<file path="config.mk">
export PLATFORM = sky130hd
export DESIGN_NAME = servo_throttle_teach_controller_core
export DESIGN_NICKNAME = d
export VERILOG_FILES = /design/src/hw/rtl/stc_pkg.sv /design/src/hw/rtl/servo_throttle_teach_controller_core.sv
export SDC_FILE = /design/constraint.sdc
export NUM_CORES = 1
export LEC_CHECK = 0
export BUFFER_PORTS_ARGS = -buffer_cell sky130_fd_sc_hd__buf_4
export CORE_MARGIN = 2
export CORE_UTILIZATION = 50
export CTS_CLUSTER_DIAMETER = 40
export CTS_CLUSTER_SIZE = 8
export DETAILED_ROUTE_END_ITERATION = 16
export PLACE_DENSITY = 0.76
export SYNTH_ARGS = -nofsm -noshare
export SYNTH_HDL_FRONTEND = slang
export SYNTH_SLANG_ARGS = --single-unit
</file>
<file path="constraint.sdc">
create_clock -name clk_i -period 23.3 [get_ports clk_i]
set_input_delay 0 -clock clk_i [delete_from_list [all_inputs] [get_ports clk_i]]
set_output_delay 0 -clock clk_i [all_outputs]
set_load 0.02 [all_outputs]
</file>
<file path="src/hw/rtl/stc_pkg.sv">
package stc_pkg;
  localparam int unsigned AdcW = 10;
  localparam int unsigned AngW = 8;
  localparam int unsigned TmrW = 16;

  localparam logic [2:0] ModeMain     = 3'd0;
  localparam logic [2:0] ModeStore    = 3'd1;
  localparam logic [2:0] ModeThrottle = 3'd2;
  localparam logic [2:0] ModeLimit    = 3'd3;
  localparam logic [2:0] ModeReverse  = 3'd4;
  localparam logic [2:0] ModeShort    = 3'd5;
  localparam logic [2:0] ModeCalib    = 3'd6;
  localparam logic [2:0] BtnStore     = 3'd1;

  localparam logic [2:0] PcNone     = 3'd0;
  localparam logic [2:0] PcThrottle = 3'd1;
  localparam logic [2:0] PcLimit    = 3'd2;
  localparam logic [2:0] PcReverse  = 3'd3;
  localparam logic [2:0] PcShort    = 3'd4;
  localparam logic [2:0] PcCalib    = 3'd5;

  localparam logic [TmrW-1:0] TeachMinMs = 16'd1300;
  localparam logic [TmrW-1:0] TeachMaxMs = 16'd1600;
  localparam logic [TmrW-1:0] MoveIntervalRst = 16'd15;

  typedef struct packed {
    logic [9:0] adc_sample;
    logic [2:0] button_code;
    logic [7:0] elapsed_ms;
  } stc_in_t;

  typedef struct packed {
    logic [7:0] servo_position;
    logic       position_written;
    logic [2:0] control_mode;
    logic [1:0] flash_count;
    logic [2:0] persist_code;
    logic [9:0] persist_value;
    logic [9:0] persist_second;
  } stc_out_t;
endpackage

</file>
<file path="src/hw/rtl/servo_throttle_teach_controller_core.sv">
// Servo throttle teach controller. One input word is one control tick; one
// result word comes back per tick. The range mapping divides a signed product
// by the calibrated span with a restoring divider that retires one quotient
// bit per cycle. After the input word is taken, the divide state produces the
// quotient bits and a finish state updates the state and loads the result
// register. The input stalls while a tick is in work and while the result word
// waits, so a new input word is not taken until the result has been taken.
// move_interval_ms is written on its own valid/ready port, which is ready only
// while no tick is in work and no result word waits.
module servo_throttle_teach_controller_core
  import stc_pkg::*;
(
  input  logic      clk_i,
  input  logic      rst_ni,
  input  logic      in_valid_i,
  output logic      in_stall_o,
  input  stc_in_t   in_data_i,
  output logic      out_valid_o,
  input  logic      out_stall_i,
  output stc_out_t  out_data_o,
  input  logic      cfg_valid_i,
  output logic      cfg_ready_o,
  input  logic [15:0] cfg_data_i
);
  localparam int unsigned NumW = 19; // |(adc-low)*180| < 2^18, one sign margin
  localparam int unsigned CntW = 5;

  typedef enum logic [1:0] {StIdle, StDiv, StFin} state_e;

  state_e      state_q;
  logic [CntW-1:0] cnt_q;
  stc_in_t     in_q;
  logic [NumW-1:0] rem_q, quo_q;
  logic [NumW-1:0] num_abs_q;
  logic [10:0] den_abs_q;
  logic        neg_q, zero_q;
  logic        out_valid_q;
  stc_out_t    out_q;

  logic [15:0] interval_q;
  logic [2:0]  mode_q;
  logic [1:0]  cstep_q;
  logic        rev_q, sgl_q;
  logic [7:0]  lim_q, thr_q, pos_q;
  logic [9:0]  cal_lo_q, cal_hi_q;
  logic [TmrW-1:0] mtmr_q, ttmr_q;

  // setup of the division
  logic signed [10:0] diff_s, span_s;
  logic signed [19:0] prod_s;
  always_comb begin
    diff_s = $signed({1'b0, in_data_i.adc_sample}) - $signed({1'b0, cal_lo_q});
    span_s = $signed({1'b0, cal_hi_q}) - $signed({1'b0, cal_lo_q});
    prod_s = diff_s * 20'sd180;
  end

  // one restoring step
  logic [NumW:0] trial;
  logic [NumW-1:0] rem_sh;
  always_comb begin
    rem_sh = {rem_q[NumW-2:0], num_abs_q[NumW-1]};
    trial  = {1'b0, rem_sh} - {{(NumW-10){1'b0}}, den_abs_q};
  end

  // tick evaluation in the finish cycle
  logic signed [NumW:0] q_s, v_s;
  logic [7:0]  val0, val;
  logic [16:0] msum, tsum;
  logic [TmrW-1:0] mt, tt;
  logic [2:0]  mode_d;
  logic [1:0]  cstep_d, flash;
  logic        rev_d, sgl_d, wr;
  logic [7:0]  lim_d, thr_d, pos_d;
  logic [9:0]  lo_d, hi_d, pval, psec;
  logic [2:0]  pcode;
  always_comb begin
    q_s = neg_q ? -$signed({1'b0, quo_q}) : $signed({1'b0, quo_q});
    // reversed mapping negates the quotient and starts from full scale
    v_s = rev_q ? 20'sd180 - q_s : q_s;
    if (zero_q || v_s < 0) val0 = 8'd0;
    else if (v_s > 20'sd180) val0 = 8'd180;
    else val0 = v_s[7:0];
    msum = {1'b0, mtmr_q} + {9'd0, in_q.elapsed_ms};
    tsum = {1'b0, ttmr_q} + {9'd0, in_q.elapsed_ms};
    mt = msum[16] ? 16'hFFFF : msum[15:0];
    tt = tsum[16] ? 16'hFFFF : tsum[15:0];
    val = val0; mode_d = mode_q; cstep_d = cstep_q; rev_d = rev_q; sgl_d = sgl_q;
    lim_d = lim_q; thr_d = thr_q; lo_d = cal_lo_q; hi_d = cal_hi_q;
    flash = 2'd0; pcode = PcNone; pval = 10'd0; psec = 10'd0;
    case (mode_q)
      ModeMain: begin
        if (in_q.button_code > BtnStore && in_q.button_code <= ModeCalib)
          mode_d = in_q.button_code;
        if (!rev_q) begin
          if (val0 > 8'd178 && sgl_q) val = lim_q;
          else if (val0 < lim_q) val = lim_q;
          else if (val0 < thr_q) val = thr_q;
        end else begin
          if (val0 < 8'd2 && sgl_q) val = lim_q;
          else if (val0 > lim_q) val = lim_q;
          else if (val0 > thr_q) val = thr_q;
        end
      end
      ModeStore: mode_d = ModeMain;
      ModeThrottle: begin
        thr_d = val0;
        if (in_q.button_code == BtnStore) begin
          pcode = PcThrottle; pval = {2'd0, val0}; mode_d = ModeStore;
        end
      end
      ModeLimit: begin
        lim_d = val0;
        if (in_q.button_code == BtnStore) begin
          pcode = PcLimit; pval = {2'd0, val0}; mode_d = ModeStore;
        end
      end
      ModeReverse: begin
        rev_d = ~rev_q; pcode = PcReverse; pval = {9'd0, ~rev_q}; mode_d = ModeStore;
      end
      ModeShort: begin
        if (in_q.button_code == BtnStore) begin
          mode_d = ModeStore; pcode = PcShort; pval = {9'd0, sgl_q};
        end else if (tt >= TeachMinMs) begin
          tt = '0; sgl_d = ~sgl_q; flash = sgl_q ? 2'd2 : 2'd1;
        end
      end
      ModeCalib: begin
        case (cstep_q)
          2'd0: begin
            if (in_q.button_code == BtnStore) cstep_d = 2'd1;
            else begin
              lo_d = in_q.adc_sample;
              if (tt >= TeachMinMs) begin tt = '0; flash = 2'd1; end
            end
          end
          2'd1: begin
            if (in_q.button_code == BtnStore) cstep_d = 2'd2;
            else begin
              hi_d = in_q.adc_sample;
              if (tt >= TeachMaxMs) begin tt = '0; flash = 2'd2; end
            end
          end
          2'd2: begin
            if (cal_lo_q > cal_hi_q) begin lo_d = cal_hi_q; hi_d = cal_lo_q; end
            cstep_d = 2'd3;
          end
          default: begin
            cstep_d = 2'd0; mode_d = ModeStore; pcode = PcCalib;
            pval = cal_lo_q; psec = cal_hi_q;
          end
        endcase
      end
      default: ;
    endcase
    pos_d = pos_q; wr = 1'b0;
    if (mt >= interval_q) begin
      if (pos_q < val) pos_d = pos_q + 8'd1;
      else if (pos_q > val) pos_d = pos_q - 8'd1;
      mt = '0; wr = 1'b1;
    end
  end

  assign in_stall_o  = (state_q != StIdle) || out_valid_q;
  assign cfg_ready_o = (state_q == StIdle) && !out_valid_q;
  assign out_valid_o = out_valid_q;
  assign out_data_o  = out_q;

  always_ff @(posedge clk_i or negedge rst_ni) begin
    if (!rst_ni) begin
      state_q <= StIdle; cnt_q <= '0; out_valid_q <= 1'b0;
      interval_q <= MoveIntervalRst; mode_q <= ModeMain; cstep_q <= 2'd0;
      rev_q <= 1'b0; sgl_q <= 1'b1; lim_q <= 8'd10; thr_q <= 8'd20;
      cal_lo_q <= 10'd538; cal_hi_q <= 10'd1023; pos_q <= 8'd90;
      mtmr_q <= '0; ttmr_q <= '0;
    end else begin
      if (out_valid_q && !out_stall_i) out_valid_q <= 1'b0;
      if (cfg_valid_i && cfg_ready_o) interval_q <= cfg_data_i;
      case (state_q)
        StIdle: begin
          if (in_valid_i && !in_stall_o) begin
            in_q      <= in_data_i;
            neg_q     <= (prod_s < 0) ^ (span_s < 0);
            zero_q    <= (span_s == 0);
            num_abs_q <= prod_s < 0 ? NumW'(-prod_s) : NumW'(prod_s);
            den_abs_q <= span_s < 0 ? 11'(-span_s) : 11'(span_s);
            rem_q     <= '0;
            cnt_q     <= '0;
            state_q   <= StDiv;
          end
        end
        StDiv: begin
          // shift in one numerator bit, retire one quotient bit
          num_abs_q <= {num_abs_q[NumW-2:0], 1'b0};
          if (!trial[NumW]) begin
            rem_q <= trial[NumW-1:0]; quo_q <= {quo_q[NumW-2:0], 1'b1};
          end else begin
            rem_q <= rem_sh; quo_q <= {quo_q[NumW-2:0], 1'b0};
          end
          cnt_q <= cnt_q + 1'b1;
          if (cnt_q == CntW'(NumW - 1)) state_q <= StFin;
        end
        StFin: begin
          mode_q <= mode_d; cstep_q <= cstep_d; rev_q <= rev_d; sgl_q <= sgl_d;
          lim_q <= lim_d; thr_q <= thr_d; cal_lo_q <= lo_d; cal_hi_q <= hi_d;
          pos_q <= pos_d; mtmr_q <= mt; ttmr_q <= tt;
          out_q <= '{servo_position: pos_d, position_written: wr,
                     control_mode: mode_d, flash_count: flash,
                     persist_code: pcode, persist_value: pval,
                     persist_second: psec};
          out_valid_q <= 1'b1;
          state_q <= StIdle;
        end
        default: state_q <= StIdle;
      endcase
    end
  end
endmodule

</file>
# [After elaboration in Yosys (flattened, before gate mapping)]
# Cells that the tools add are included.
[op_classes] n_addsub=12 mul=1 div=0 n_lt_le_gt_ge=18 eq_ne=19 shift=0 n_mux=70 bitwise_logic=5 n_reduce_logical=38
[op_table] operator="$mux 16" n=7
[op_table] operator="$mux 8" n=14
[op_table] operator="$pmux 16 s2" n=2
[op_table] operator="$lt 20x1->1 const B" n=2
[op_table] operator="$mux 10" n=4
[op_table] operator="$mux 20" n=2
[op_table] operator="$pmux 10 s2" n=2
[op_table] operator="$pmux 10 s4" n=1
[op_table] operator="$mux 19" n=2
[op_table] operator="$pmux 19 s2" n=1
[op_table] operator="$mux 18" n=2
[op_table] operator="$pmux 18 s2" n=1
[op_table] operator="$add 16x8->17" n=2
[op_table] operator="$ge 16x11->1 const B" n=2
[op_table] operator="$logic_not 32->1" n=1
[op_table] operator="$pmux 3 s5" n=2
[op_table] operator="$gt 8x8->1" n=3
[op_table] operator="$lt 8x8->1" n=3
[op_table] operator="$sub 10x10->11" n=2
[op_table] operator="$gt 20x9->1 const B" n=1
[op_table] operator="$mux 2" n=10
[op_table] operator="$neg 19->20" n=1
[op_table] operator="$sub 19x11->20" n=1
[op_table] operator="$sub 9x20->20 const A" n=1
[op_table] operator="other kinds (43)" n=94
[totals] ff_bits=234 latch_bits=0 ram_bits=0 rom_bits=0 inputBits=42 output_inout_bits=40 word_cells=194 memories=0

# [Depth between registers and ports, before layout]
# Gate-level depths: netlist of the first run.
[depth] depth_word=17 depth_mapped=43 depth_no_buf=40

# [Worst setup path before layout of the first run]
# Ideal clock, no wire load.
[synth_path] kind="register to register" from="reg quo_q[0]" to="reg out_q, in the netlist out_data_o[36], data pin" setup_ns=0.258 t_arrival_ns=7.905 t_required_ns=23.042 path_slack_ns=15.137 path_stages_with_launch=43 path_buffers=3 period_less_slack_ns=8.163 cell_sequence="edfxtp_1 -> buf_6 -> inv_1 -> ha_1 -> clkbuf_1 -> or3b_2 -> clkbuf_1 -> nor4_1 -> o2111a_1 -> o21bai_1 -> o41a_1 -> xnor2_1 -> nor4_4 -> nand4b_4 -> nor2_1 -> nand2_1 -> inv_1 -> ha_1 -> (+7 left out) -> mux2i_1 -> nor4_1 -> a32oi_1 -> nor2_1 -> a221oi_1 -> ha_1 -> nor2b_1 -> o21ai_0 -> nand2b_1 -> a21oi_1 -> nor2_1 -> a211oi_1 -> and3_1 -> and3_1 -> nand4_1 -> o31ai_1 -> nand2_1 -> xnor2_1"
[synth_via] elab_chain_len=17 elab_cells_between_ends=30 classes_between="add/sub (2); order compare (10); mux (15); reduce/logical (3)"
[synth_rtl] item="from (decl)" line_no="servo_throttle_teach_controller_core.sv:33" text="logic [NumW-1:0] rem_q, quo_q;"
[synth_rtl] item="from (signal assigned)" line_no="servo_throttle_teach_controller_core.sv:195" text="rem_q <= trial[NumW-1:0]; quo_q <= {quo_q[NumW-2:0], 1'b1};"
[synth_rtl] item="from (signal assigned)" line_no="servo_throttle_teach_controller_core.sv:197" text="rem_q <= rem_sh; quo_q <= {quo_q[NumW-2:0], 1'b0};"
[synth_rtl] item="$neg 19->20" line_no="servo_throttle_teach_controller_core.sv:77" text="q_s = neg_q ? -$signed({1'b0, quo_q}) : $signed({1'b0, quo_q});"
[synth_rtl] item="$mux 20 (*)" line_no="servo_throttle_teach_controller_core.sv:77"
[synth_rtl] item="$sub 9x20->20" line_no="servo_throttle_teach_controller_core.sv:79" text="v_s = rev_q ? 20'sd180 - q_s : q_s;"
[synth_rtl] item="$mux 20 (*)" line_no="servo_throttle_teach_controller_core.sv:79"
[synth_rtl] item="$gt 20x9->1 / $lt 20x1->1 (equally long branches)" line_no="servo_throttle_teach_controller_core.sv:81, servo_throttle_teach_controller_core.sv:80"
[synth_rtl] item="$mux 8 / $logic_or 1x1->1 (equally long branches)" line_no="servo_throttle_teach_controller_core.sv:81, servo_throttle_teach_controller_core.sv:80"
[synth_rtl] item="$mux 8 (*)" line_no="servo_throttle_teach_controller_core.sv:80" text="if (zero_q || v_s < 0) val0 = 8'd0;"
[synth_rtl] item="via val0[6]" line_no="servo_throttle_teach_controller_core.sv:67" text="logic [7:0] val0, val;"
[synth_rtl] item="(+3 left out)"
[synth_rtl] item="$mux 8 (on tied branches)" line_no="servo_throttle_teach_controller_core.sv:95, servo_throttle_teach_controller_core.sv:99"
[synth_rtl] item="$mux 8" line_no="servo_throttle_teach_controller_core.sv:94" text="if (!rev_q) begin"
[synth_rtl] item="$mux 8 (*)" line_no="servo_throttle_teach_controller_core.sv:90" text="case (mode_q)"
[synth_rtl] item="$gt 8x8->1" line_no="servo_throttle_teach_controller_core.sv:158" text="else if (pos_q > val) pos_d = pos_q - 8'd1;"
[synth_rtl] item="$mux 8" line_no="servo_throttle_teach_controller_core.sv:158"
[synth_rtl] item="$mux 8 (*)" line_no="servo_throttle_teach_controller_core.sv:157" text="if (pos_q < val) pos_d = pos_q + 8'd1;"
[synth_rtl] item="$mux 8 (*)" line_no="servo_throttle_teach_controller_core.sv:156" text="if (mt >= interval_q) begin"
[synth_rtl] item="via pos_d[7]" line_no="servo_throttle_teach_controller_core.sv:73" text="logic [7:0] lim_d, thr_d, pos_d;"
[synth_rtl] item="to (signal assigned)" line_no="servo_throttle_teach_controller_core.sv:206" text="out_q <= '{servo_position: pos_d, position_written: wr,"
[synth_rtl] item="to (decl)" line_no="servo_throttle_teach_controller_core.sv:38" text="stc_out_t out_q;"
# The timed path passes the listed nets; every way through them passes the cells marked *.
# A chain may end at the register's enable or synchronous reset.

# [Worst setup path after layout of the first run]
# Ends and elaborated chain as after synthesis.

==> results.json, run 1 <==
{
  "grt_overflow": 0,
  "num_vias": 13687,
  "grt_pass1_wl_um": 66130,
  "pwr-share-comb_pct": 49.1,
  "critPathMostFrequentCell": "a21oi_1",
  "nets": 2134,
  "synth_cell_type_count": 90,
  "drt-initial-drc-count": 1012,
  "cts_tree": "built",
  "yosysTopAreaCell": "edfxtp_1",
  "critPathSlowestCell": "a211oi_1",
  "synth_fa_ha_area_share_pct": 12.80,
  "synth_edf_count": 125,
  "fin_crit_ns": 9.725,
  "synth-xor-area-share_pct": 6.346,
  "synthTopCellsByArea": "edfxtp_1 (22%), dfrtp_1 (12%), ha_1 (10%), xnor2_1 (4.6%), dfstp_2 (4.2%)",
  "fin_setup_tns_ns": 0,
  "cts_made_buffers": 45,
  "slew_viol_final": 0,
  "async_flop_share_pct": 46.12,
  "htree_levels": 2,
  "p_int_mw": 1.526,
  "core_sq_um": 32700,
  "fill_cells": 2737,
  "syn_nets": 2024,
  "ff_latch_area_sq_um": 6465,
  "antenna_found_initial": 0,
  "met1_length_um": 18070,
  "grt_start_max_net_pins": 59,
  "required_ns": 23.59,
  "power_density_nw_per_um2": 128.9,
  "syn-cell-area_sq_um": 16700,
  "yosysSeqAreaShare_pct": 38.72,
  "hp-class": "input port to async pin",
  "drc": 0,
  "cts_root_buffer": "clkbuf_16",
  "gp_congestion": 0.9080,
  "clkTransAtPathRegs_ns": 0.05,
  "pwr-share-clk_pct": 26.3,
  "routed_wl_um": 39950,
  "setup.worst_path.start_class": "flop",
  "max_freq_mhz": 102.8,
  "multi_input_area_sq_um": 9334,
  "ant_nets": 0,
  "synth.top_cell.area_share_pct": 22.48,
  "syn_area_per_cell_sq_um": 9.150,
  "synth.area.mux_share_pct": 2.383,
  "post-cts-setup-buffer-count": 0,
  "synth_top_family_by_area": "simple AND/OR/NAND/NOR gates",
  "synth-compound-area-share_pct": 16.55,
  "synth_ff_type": "edfxtp_1",
  "crit_fanout": 10,
  "switching_share_pct": 39.85,
  "wl_per_cell_um": 16.55,
  "synth-simple-area-share_pct": 17.68,
  "rows": 66,
  "power_leakage_nw": 8.302,
  "rsz0062_at_grt": "false",
  "grt_pass1_vias": 13395,
  "p_seq_share_pct": 24.6,
  "clock_skew_ns": 0.01824,
  "hpwl_um": 28270,
  "final_util_pct": 60.17,
  "portBuffers": 81,
  "yosysWarnings": 0,
  "cpPeakStageDelay_ns": 0.79,
  "first_pass_iters": 5,
  "cp_data_arrival_time_ns": 10.02,
  "maxSlewHeadroom_pct": 18.64,
  "fp.dieArea_sq_um": 34880,
  "wl_met3_um": 1795,
  "diodes": 0,
  "start_util_pct": 51.06,
  "highest_layer": "met4",
  "hold_viol": 0,
  "wl_met2_um": 19060,
  "clockBufferDepth": 3,
  "switchingPower_mw": 1.011,
  "clkLatencyLatePin_ns": 0.54,
  "status": "complete, no violations",
  "critical_path_class": "flop to flop",
  "fin_crit_sh_pct": 41.74,
  "netlist_instances": 1825,
  "worst_ir_drop_vdd_v": 0.0001802,
  "ios": 82,
  "syn_to_final_growth_pct": 17.83,
  "drive_gt1_share_pct": 11.61,
  "viasPerCell": 5.670,
  "fp.dieW_um": 186.8,
  "die_y_um": 186.8,
  "cts.sinks": 232,
  "setup_viol": 0,
  "maxCapViolations": 0,
  "synth_seq_cells": 232,
  "grt_usage_pct": 22.82,
  "crit_path_end_kind": "flop",
  "tightest_slew_ns": 1.209
}
==> power groups by stage <==
| stage | sequential, mW | clock, mW | combinational, mW |
|---|---|---|---|
| after detailed placement | 0.627 | 0 | 1.22 |
| after floorplan | 0.596 | 0 | 0.999 |
| after CTS | 0.622 | 0.677 | 1.24 |
| final | 0.623 | 0.668 | 1.25 |
| after global placement | 0.622 | 0 | 1.19 |
| after global routing | 0.634 | 0.696 | 1.41 |
==> layout by cell type, fill, tap and decap left out, types with 10 or more instances in the layout <==
cell type and count:
nand2b_1 24, dlygate4sd3_1 40, dfrtp_1 80, clkbuf_16 47, fa_1 23, xnor2_1 88, a211oi_1 19, and3_1 16
o21ai_0 125, ha_1 134, nand3_1 30, nor4_1 11, and2_1 18, xor2_1 33, a21boi_0 15, clkbuf_1 14
o211ai_1 10, a31oi_1 14, o31ai_1 13, inv_1 170, a21oi_1 115, nand2_1 188, dfstp_2 27, nor2_1 155
nor3_1 38, nor2b_1 34, or3_1 21, nand4_1 15, buf_4 95, edfxtp_1 125, mux2_2 13, mux2i_1 24
a21o_1 21
==> flip-flops by register name, indices dropped and copies added, names as in the netlist, 3 cells and up <==
name	cells
cal_hi_q	10
num_abs_q	17
out_data_o	37
thr_q	8
in_q	21
pos_q	8
rem_q	18
den_abs_q	11
lim_q	8
cal_lo_q	10
cnt_q	5
quo_q	19
mode_q	3
ttmr_q	16
mtmr_q	16
interval_q	16
==> cell type report <==
cell class              count  share of cell area (%)
clock buffers              62                   6.315
clock inverters            22                   1.653
inverters                 171                   3.262
multi-input cells        1350                   47.44
flip-flops and latches    232                   32.86
well taps                 442                   2.811
repair buffers            135                   5.660
==> logic make-up after synthesis <==
logic type / count (synthesis)
DFF: 232
adders and majority gates: 157
AOI/OAI and AO/OA: 433
muxes: 38
xor gates and xnor gates: 121
buffers and inverters: 243
and+or+nand+nor: 601
==> cell usage after synthesis, types with 16 or more instances <==
| master | n |
|---|---|
| a21oi_1 | 115 |
| nor3_1 | 38 |
| ha_1 | 134 |
| nand3_1 | 30 |
| a21o_1 | 21 |
| a211oi_1 | 19 |
| clkbuf_1 | 61 |
| edfxtp_1 | 125 |
| nand2_1 | 188 |
| xnor2_1 | 88 |
| dfstp_2 | 27 |
| mux2i_1 | 24 |
| fa_1 | 23 |
| and3_1 | 16 |
| or3_1 | 21 |
| o21ai_0 | 125 |
| nor2_1 | 155 |
| dfrtp_1 | 80 |
| nor2b_1 | 35 |
| inv_1 | 170 |
| and2_1 | 19 |
| nand2b_1 | 24 |
| xor2_1 | 33 |
==> stage by stage <==
step / power [mW] / worst slack (ns) / hold WS (ns) / cell area, sq um / cells
after floorplan: 1.594 / 15.14 / -0.2956 / 16700 / 1825
after global placement: 1.811 / 14.18 / 0.08968 / 17710 / 2290
after detailed placement: 1.848 / 13.85 / 0.1052 / 17710 / 2290
after CTS: 2.542 / 13.85 / 0.05559 / 19680 / 2414
after global routing: 2.743 / 12.72 / 0.1229 / 19680 / 2414
final: 2.536 / 13.57 / 0.05912 / 19680 / 2414
==> critical path: cells and delay by family, from the launching register on <==
| kind | cells | cell delay [ns] |
|---|---|---|
| DFF | 1 | 0.54 |
| AOI/OAI and AO/OA | 13 | 3.18 |
| xor gates and xnor gates | 1 | 0.13 |
| and+or+nand+nor | 17 | 4.02 |
| adders and majority gates | 3 | 1.00 |
| muxes | 2 | 0.38 |
| buffers and inverters | 2 | 0.27 |
==> repair_timing <==
item                       CTS  global route
hold endpoints to repair    93             0
setup endpoints to repair    0             0
hold buffers                40             0
resized for setup            0             0
==> metal layers <==
metal	global-route usage (%)	vias up
li1	-	6698
met1	30.29	6556
met2	38.90	355
met3	2.840	78
met4	7.265	0
met5	0	-
==> worst paths after layout <==
check	from	to	slack, ns	cells after the start
max	quo_q[0]$_DFFE_PP_	out_data_o[36]$_DFFE_PP_	13.57	38
min	rst_ni	pos_q[2]$_DFFE_PN0P_	0.06	2
max reg2reg	quo_q[0]$_DFFE_PP_	out_data_o[36]$_DFFE_PP_	13.57	38
min reg2reg	thr_q[1]$_DFFE_PN0P_	thr_q[1]$_DFFE_PN0P_	0.49	2
max in group asynchronous	rst_ni	mtmr_q[2]$_DFFE_PN0P_	21.94	3
min in group clk_i	cfg_valid_i	interval_q[2]$_DFFE_PN1P_	0.09	4
Note: power is estimated with default switching activity, not from simulation.
==> inputs of run 2 (changes only) <==
--- a/config.mk
+++ b/config.mk
@@ -5,6 +5,7 @@
 export SDC_FILE = /design/constraint.sdc
 export NUM_CORES = 1
 export LEC_CHECK = 0
+export ABC_AREA = 1
 export BUFFER_PORTS_ARGS = -buffer_cell sky130_fd_sc_hd__buf_4
 export CORE_MARGIN = 2
 export CORE_UTILIZATION = 50
==> constraint.sdc (replaced) <==
create_clock -name clk_i -period 10.2 [get_ports clk_i]
set_input_delay 0 -clock clk_i [delete_from_list [all_inputs] [get_ports clk_i]]
set_output_delay 0 -clock clk_i [all_outputs]
set_load 0.02 [all_outputs]
==> results.json, run 2 <==
{
  "yosysTopAreaCell": "edfxtp_1",
  "clkLatencyLatePin_ns": 0.55,
  "yosysSeqAreaShare_pct": 38.91,
  "ff2ff_path_depth": 32,
  "critPathMostFrequentCell": "nand2_1",
  "power_density_nw_per_um2": 272.4,
  "status": "complete, no violations",
  "power_leakage_nw": 9.311,
  "cts.sinks": 232,
  "cts_made_buffers": 44,
  "met1_length_um": 17920,
  "drc": 0,
  "fin_crit_sh_pct": 68.03,
  "crit_fanout": 18,
  "netlist_instances": 2074,
  "synth_edf_count": 125,
  "hp-class": "input port to async pin",
  "synth_cell_type_count": 62,
  "antenna_found_initial": 0,
  "critical_path_class": "flop to flop",
  "async_flop_share_pct": 46.12,
  "first_pass_iters": 5,
  "portBuffers": 81,
  "wl_met2_um": 19040,
  "maxSlewHeadroom_pct": 15.04,
  "setup_viol": 0,
  "ant_nets": 0,
  "rows": 66,
  "slew_viol_final": 0,
  "crit_path_end_kind": "flop",
  "largest_reg_flops": 37,
  "clkTransAtPathRegs_ns": 0.05,
  "cts.repair.resized": 0,
  "dpl-instance-area_sq_um": 17690,
  "grt_usage_pct": 23.06,
  "syn_to_final_growth_pct": 17.64,
  "maxCapViolations": 0,
  "cp_data_arrival_time_ns": 7.23,
  "fp.dieW_um": 186.3,
  "cpPeakStageDelay_ns": 0.53,
  "fill_cells": 2766,
  "grt_pass1_vias": 13966,
  "clockBufferDepth": 3,
  "gp_congestion": 0.9816,
  "ios": 82,
  "r2r_setup_slack_ns": 3.26,
  "htree_levels": 2,
  "crit_start": "cal_lo_q[3]$_DFFE_PN1P_",
  "wl_met3_um": 2172,
  "syn_area_per_cell_sq_um": 8.012,
  "synth_ff_type": "edfxtp_1",
  "tightest_slew_ns": 1.272,
  "syn-cell-area_sq_um": 16620,
  "critPathSlowestCell": "fa_1",
  "post-cts-setup-buffer-count": 0,
  "nets": 2411,
  "required_ns": 10.49,
  "hold_viol": 0,
  "r2r-end": "num_abs_q[17]$_DFFE_PP_",
  "synth.top_cell.area_share_pct": 22.59,
  "fin_crit_ns": 6.940,
  "cts_root_buffer": "clkbuf_16",
  "worstReg2RegStart": "cal_lo_q[3]$_DFFE_PN1P_",
  "fp.dieArea_sq_um": 34710,
  "grt_overflow": 0,
  "fin_setup_tns_ns": 0,
  "setup.worst_path.start_class": "flop",
  "hold_buffers": 40,
  "worst_ir_drop_vdd_v": 0.0002082,
  "highest_layer": "met4",
  "synthTopCellsByArea": "edfxtp_1 (23%), dfrtp_1 (12%), nand2_1 (11%), ha_1 (10%), inv_1 (7.3%)",
  "grt_start_max_net_pins": 59,
  "grt_pass1_wl_um": 66810,
  "clock_skew_ns": 0.02264,
  "rsz0062_at_grt": "false",
  "core_sq_um": 32620,
  "synth_seq_cells": 232,
  "synth_common_cells": "nand2_1 (469), inv_1 (324), nor2_1 (156)",
  "yosysWarnings": 0,
  "final_cell_mix": "nand2_1 (469), inv_1 (324), nor2_1 (152), o21ai_0 (139), ha_1 (134)",
  "routed_wl_um": 40230,
  "die_y_um": 186.3,
  "drt-initial-drc-count": 1221,
  "drive_gt1_share_pct": 11.61,
  "viasPerCell": 5.381,
  "wl_per_cell_um": 14.95,
  "num_vias": 14480,
  "design_area_sq_um": 19550,
  "yosys.cell_count.top_type": "nand2_1",
  "syn_nets": 2273,
  "hpwl_um": 28600,
  "cts_tree": "built",
  "start_util_pct": 50.94,
  "layout.cells.most_common": "nand2_1",
  "max_freq_mhz": 144.1
}
## run 2: cell types whose count changed after synthesis, moves of 15 or more
cell / change
xnor2_1: -74
xor2_1: +27
nand2b_1: -24
mux2i_1: -24
nand3_1: +102
nand2_1: +281
nor2b_1: -35
or3_1: -21
clkbuf_1: -37
nand2_2: +19
inv_1: +154
and2_1: -16
and3_1: -15
## run 2: report_power, final
group / leakage, nW / total [mW] / internal [mW] / switching (mW)
registers: 2.48 / 1.37 / 1.25 / 0.114
clock network: 0.705 / 1.40 / 0.912 / 0.489
logic: 6.12 / 2.56 / 0.941 / 1.62
total: 9.31 / 5.32 / 3.11 / 2.22
## run 2: kinds of logic after synthesis
family | Yosys count | share of synthesized area (%)
xor+xnor | 76 | 4.096
flops | 232 | 38.91
simple gates | 881 | 23.51
fa+ha+maj | 157 | 12.86
compound gates | 350 | 11.81
buf+inv | 377 | 8.742
mux | 1 | 0.06776
## run 2: worst max-delay path by stage
| stage | to | slack, ns | cells past startpoint |
|---|---|---|---|
| floorplan | num_abs_q[14]$_DFFE_PP_ | 4.29 | 34 |
| global placement | num_abs_q[9]$_DFFE_PP_ | 3.54 | 32 |
| detailed placement | num_abs_q[18]$_DFFE_PP_ | 3.34 | 32 |
| CTS | num_abs_q[18]$_DFFE_PP_ | 3.30 | 32 |
| global route | num_abs_q[18]$_DFFE_PP_ | 2.62 | 32 |
| finish | num_abs_q[17]$_DFFE_PP_ | 3.26 | 32 |
## run 2: cell type report
| cell class | instances | area (sq um) | share of cell area (%) |
|---|---|---|---|
| clock inverter | 16 | 185.2 | 0.9473 |
| antenna | 1 | 2.502 | 0.01280 |
| inverter | 341 | 1286 | 6.580 |
| multi-input combinational | 1465 | 8730 | 44.66 |
| sequential | 232 | 6465 | 33.07 |
| clock buffer | 66 | 1266 | 6.477 |
| timing repair buffer | 128 | 1061 | 5.428 |
| tap | 442 | 553.0 | 2.829 |
## run 2: per-layer routing
layer | up-vias | global-route usage (%)
met2 | 465 | 38.36
li1 | 7125 | -
met1 | 6798 | 30.38
met4 | 0 | 8.738
met5 | - | 0
met3 | 92 | 3.649
## run 2: per-stage QoR
stage          worst slack, ns  util [%]  cells  hold slack (ns)  power, mW
3_3_place_gp             3.537     54.25   2568          0.08469      3.783
6_report                 3.260     59.93   2691          0.05099      5.324
4_1_cts                  3.300     59.92   2690          0.05875      5.315
2_1_floorplan            4.290         -   2074          -0.2956      3.342
3_5_place_dp             3.339     54.25   2568          0.08320      3.872
5_1_grt                  2.619     59.92   2690           0.1256      5.770
## run 2: critical path: cells and delay by family, from the launching register on
| family | cells | cell delay [ns] |
|---|---|---|
| and+or+nand+nor | 13 | 1.60 |
| adders and majority gates | 6 | 2.38 |
| buffers and inverters | 5 | 0.80 |
| AOI/OAI and AO/OA | 8 | 1.38 |
| DFF | 1 | 0.51 |
==> inputs of run 3 (changes only) <==
--- a/config.mk
+++ b/config.mk
@@ -5,7 +5,7 @@
 export SDC_FILE = /design/constraint.sdc
 export NUM_CORES = 1
 export LEC_CHECK = 0
-export ABC_AREA = 1
+export ABC_AREA = 0
 export BUFFER_PORTS_ARGS = -buffer_cell sky130_fd_sc_hd__buf_4
 export CORE_MARGIN = 2
 export CORE_UTILIZATION = 50
==> constraint.sdc (replaced) <==
create_clock -name clk_i -period 6.6 [get_ports clk_i]
set_input_delay 0 -clock clk_i [delete_from_list [all_inputs] [get_ports clk_i]]
set_output_delay 0 -clock clk_i [all_outputs]
set_load 0.02 [all_outputs]
==> results.json, run 3 (same netlist as run 1, synthesis figures left out) <==
{
  "clkLatencyLatePin_ns": 0.54,
  "grt_usage_pct": 24.40,
  "rsz0062_at_grt": "true",
  "violations": "setup timing",
  "maxCapViolations": 0,
  "fp.dieW_um": 186.8,
  "maxSlewHeadroom_pct": 31.43,
  "fp.dieArea_sq_um": 34880,
  "grt_pass1_wl_um": 70480,
  "gr-usage-met2_pct": 42.69,
  "required_ns": 6.88,
  "viasPerCell": 5.590,
  "final_cell_mix": "buf_4 (243), nand2_1 (175), inv_1 (163), nor2_1 (151), ha_1 (126)",
  "grt_overflow": 0,
  "grt_start_max_net_pins": 53,
  "status": "complete, but fails checks",
  "grt_use_met3_pct": 3.573,
  "clockBufferDepth": 3,
  "fin_crit_ns": 7.261,
  "diodes": 0,
  "crit_family": "simple AND/OR/NAND/NOR gates",
  "worstPathBufferInverterCount": 8,
  "max_freq_mhz": 137.7,
  "start_util_pct": 51.06,
  "layout_setup_ws_ns": -0.6612,
  "p_total_mw": 9.372,
  "syn_to_final_growth_pct": 27.36,
  "drive_gt1_share_pct": 22.12,
  "cp_data_arrival_time_ns": 7.54,
  "power_density_nw_per_um2": 440.6,
  "layout.cells.most_common": "buf_4",
  "gp_congestion": 0.8981,
  "cpPeakStageDelay_ns": 0.43,
  "num_vias": 14350,
  "cts_tree": "built",
  "setup.worst_path.start_class": "flop",
  "design_area_sq_um": 21270,
  "critPathMostFrequentCell": "buf_4",
  "grt_pass1_vias": 14467,
  "use_met1_pct": 31.13,
  "slew_viol_final": 0,
  "ios": 82,
  "cts.sinks": 232,
  "hp-class": "input port to async pin",
  "critPathSlowestCell": "edfxtp_1",
  "htree_levels": 2,
  "hold_viol": 0,
  "crit_start": "quo_q[1]$_DFFE_PP_",
  "grt_busiest_layer": "met2",
  "tightest_slew_ns": 1.029,
  "post-place-ws_ns": -1.002,
  "worst_ir_drop_vdd_v": 0.0007048,
  "core_sq_um": 32700,
  "power_leakage_nw": 9.134,
  "first_pass_iters": 5,
  "routed_wl_um": 43000,
  "worstReg2RegStart": "quo_q[1]$_DFFE_PP_",
  "wl_per_cell_um": 16.75,
  "clock_skew_ns": 0.02448,
  "fin_setup_tns_ns": -7.577,
  "setup_viol": 16,
  "drt-initial-drc-count": 885,
  "largest_reg_flops": 37,
  "portBuffers": 81,
  "antenna_found_initial": 1,
  "cts_root_buffer": "clkbuf_16",
  "nets": 2292,
  "clkTransAtPathRegs_ns": 0.05,
  "crit_fanout": 5,
  "fin_crit_sh_pct": 110.0,
  "drc": 0,
  "rows": 66,
  "ant_nets": 0,
  "dpl-instance-area_sq_um": 18790,
  "finalHoldWorstSlack_ns": 0.06767,
  "die_y_um": 186.8,
  "hpwl_um": 30410,
  "crit_path_end_kind": "flop",
  "cts_made_buffers": 42,
  "critical_path_class": "flop to flop"
}
run 3: through the flow:
step,utilization (%),cells
floorplan,-,1825
global placement,57.46,2418
detailed placement,57.46,2418
CTS,64.08,2556
global route,65.04,2567
finish,65.04,2567
run 3: layout make-up:
| type | count | area (sq um) |
|---|---|---|
| Fill cell | 2601 | 11430 |
| Timing Repair Buffer | 296 | 2387 |
| Sequential cell | 232 | 6465 |
| Clock inverter | 12 | 125.1 |
| Multi-Input combinational cell | 1350 | 9897 |
| Inverter | 171 | 644.4 |
| Tap cell | 442 | 553.0 |
| Clock buffer | 64 | 1196 |
run 3: final timing paths:
check | end | slack [ns] | cells after the start
max | out_data_o[36]$_DFFE_PP_ | -0.66 | 41
min | cal_hi_q[5]$_DFFE_PN1P_ | 0.07 | 2
max reg2reg | out_data_o[36]$_DFFE_PP_ | -0.66 | 41
min reg2reg | mtmr_q[0]$_DFFE_PN0P_ | 0.48 | 2
max in group asynchronous | cal_lo_q[8]$_DFFE_PN0P_ | 5.39 | 3
min in group clk_i | interval_q[1]$_DFFE_PN1P_ | 0.07 | 4
run 3: timing repair:
action | CTS | global route
gates resized for setup | 59 | 52
hold buffers | 41 | 0
pin swaps | 39 | 18
setup endpoints to repair | 16 | 33
cloned | 0 | 0
buffers inserted | 21 | 12
hold endpoints to repair | 130 | 0
run 3: routing by layer:
| metal | up-vias | wire length [um] |
|---|---|---|
| li1 | 6994 | - |
| met1 | 6902 | 18880 |
| met2 | 369 | 21150 |
| met3 | 85 | 1951 |
| met4 | 0 | 1014 |
| met5 | - | 0 |
run 3: where the power goes:
| part | leakage, nW | internal, mW | total (mW) | switching, mW |
|---|---|---|---|---|
| logic | 6.00 | 2.28 | 5.17 | 2.88 |
| registers | 2.49 | 1.97 | 2.17 | 0.199 |
| clock network | 0.645 | 1.32 | 2.04 | 0.717 |
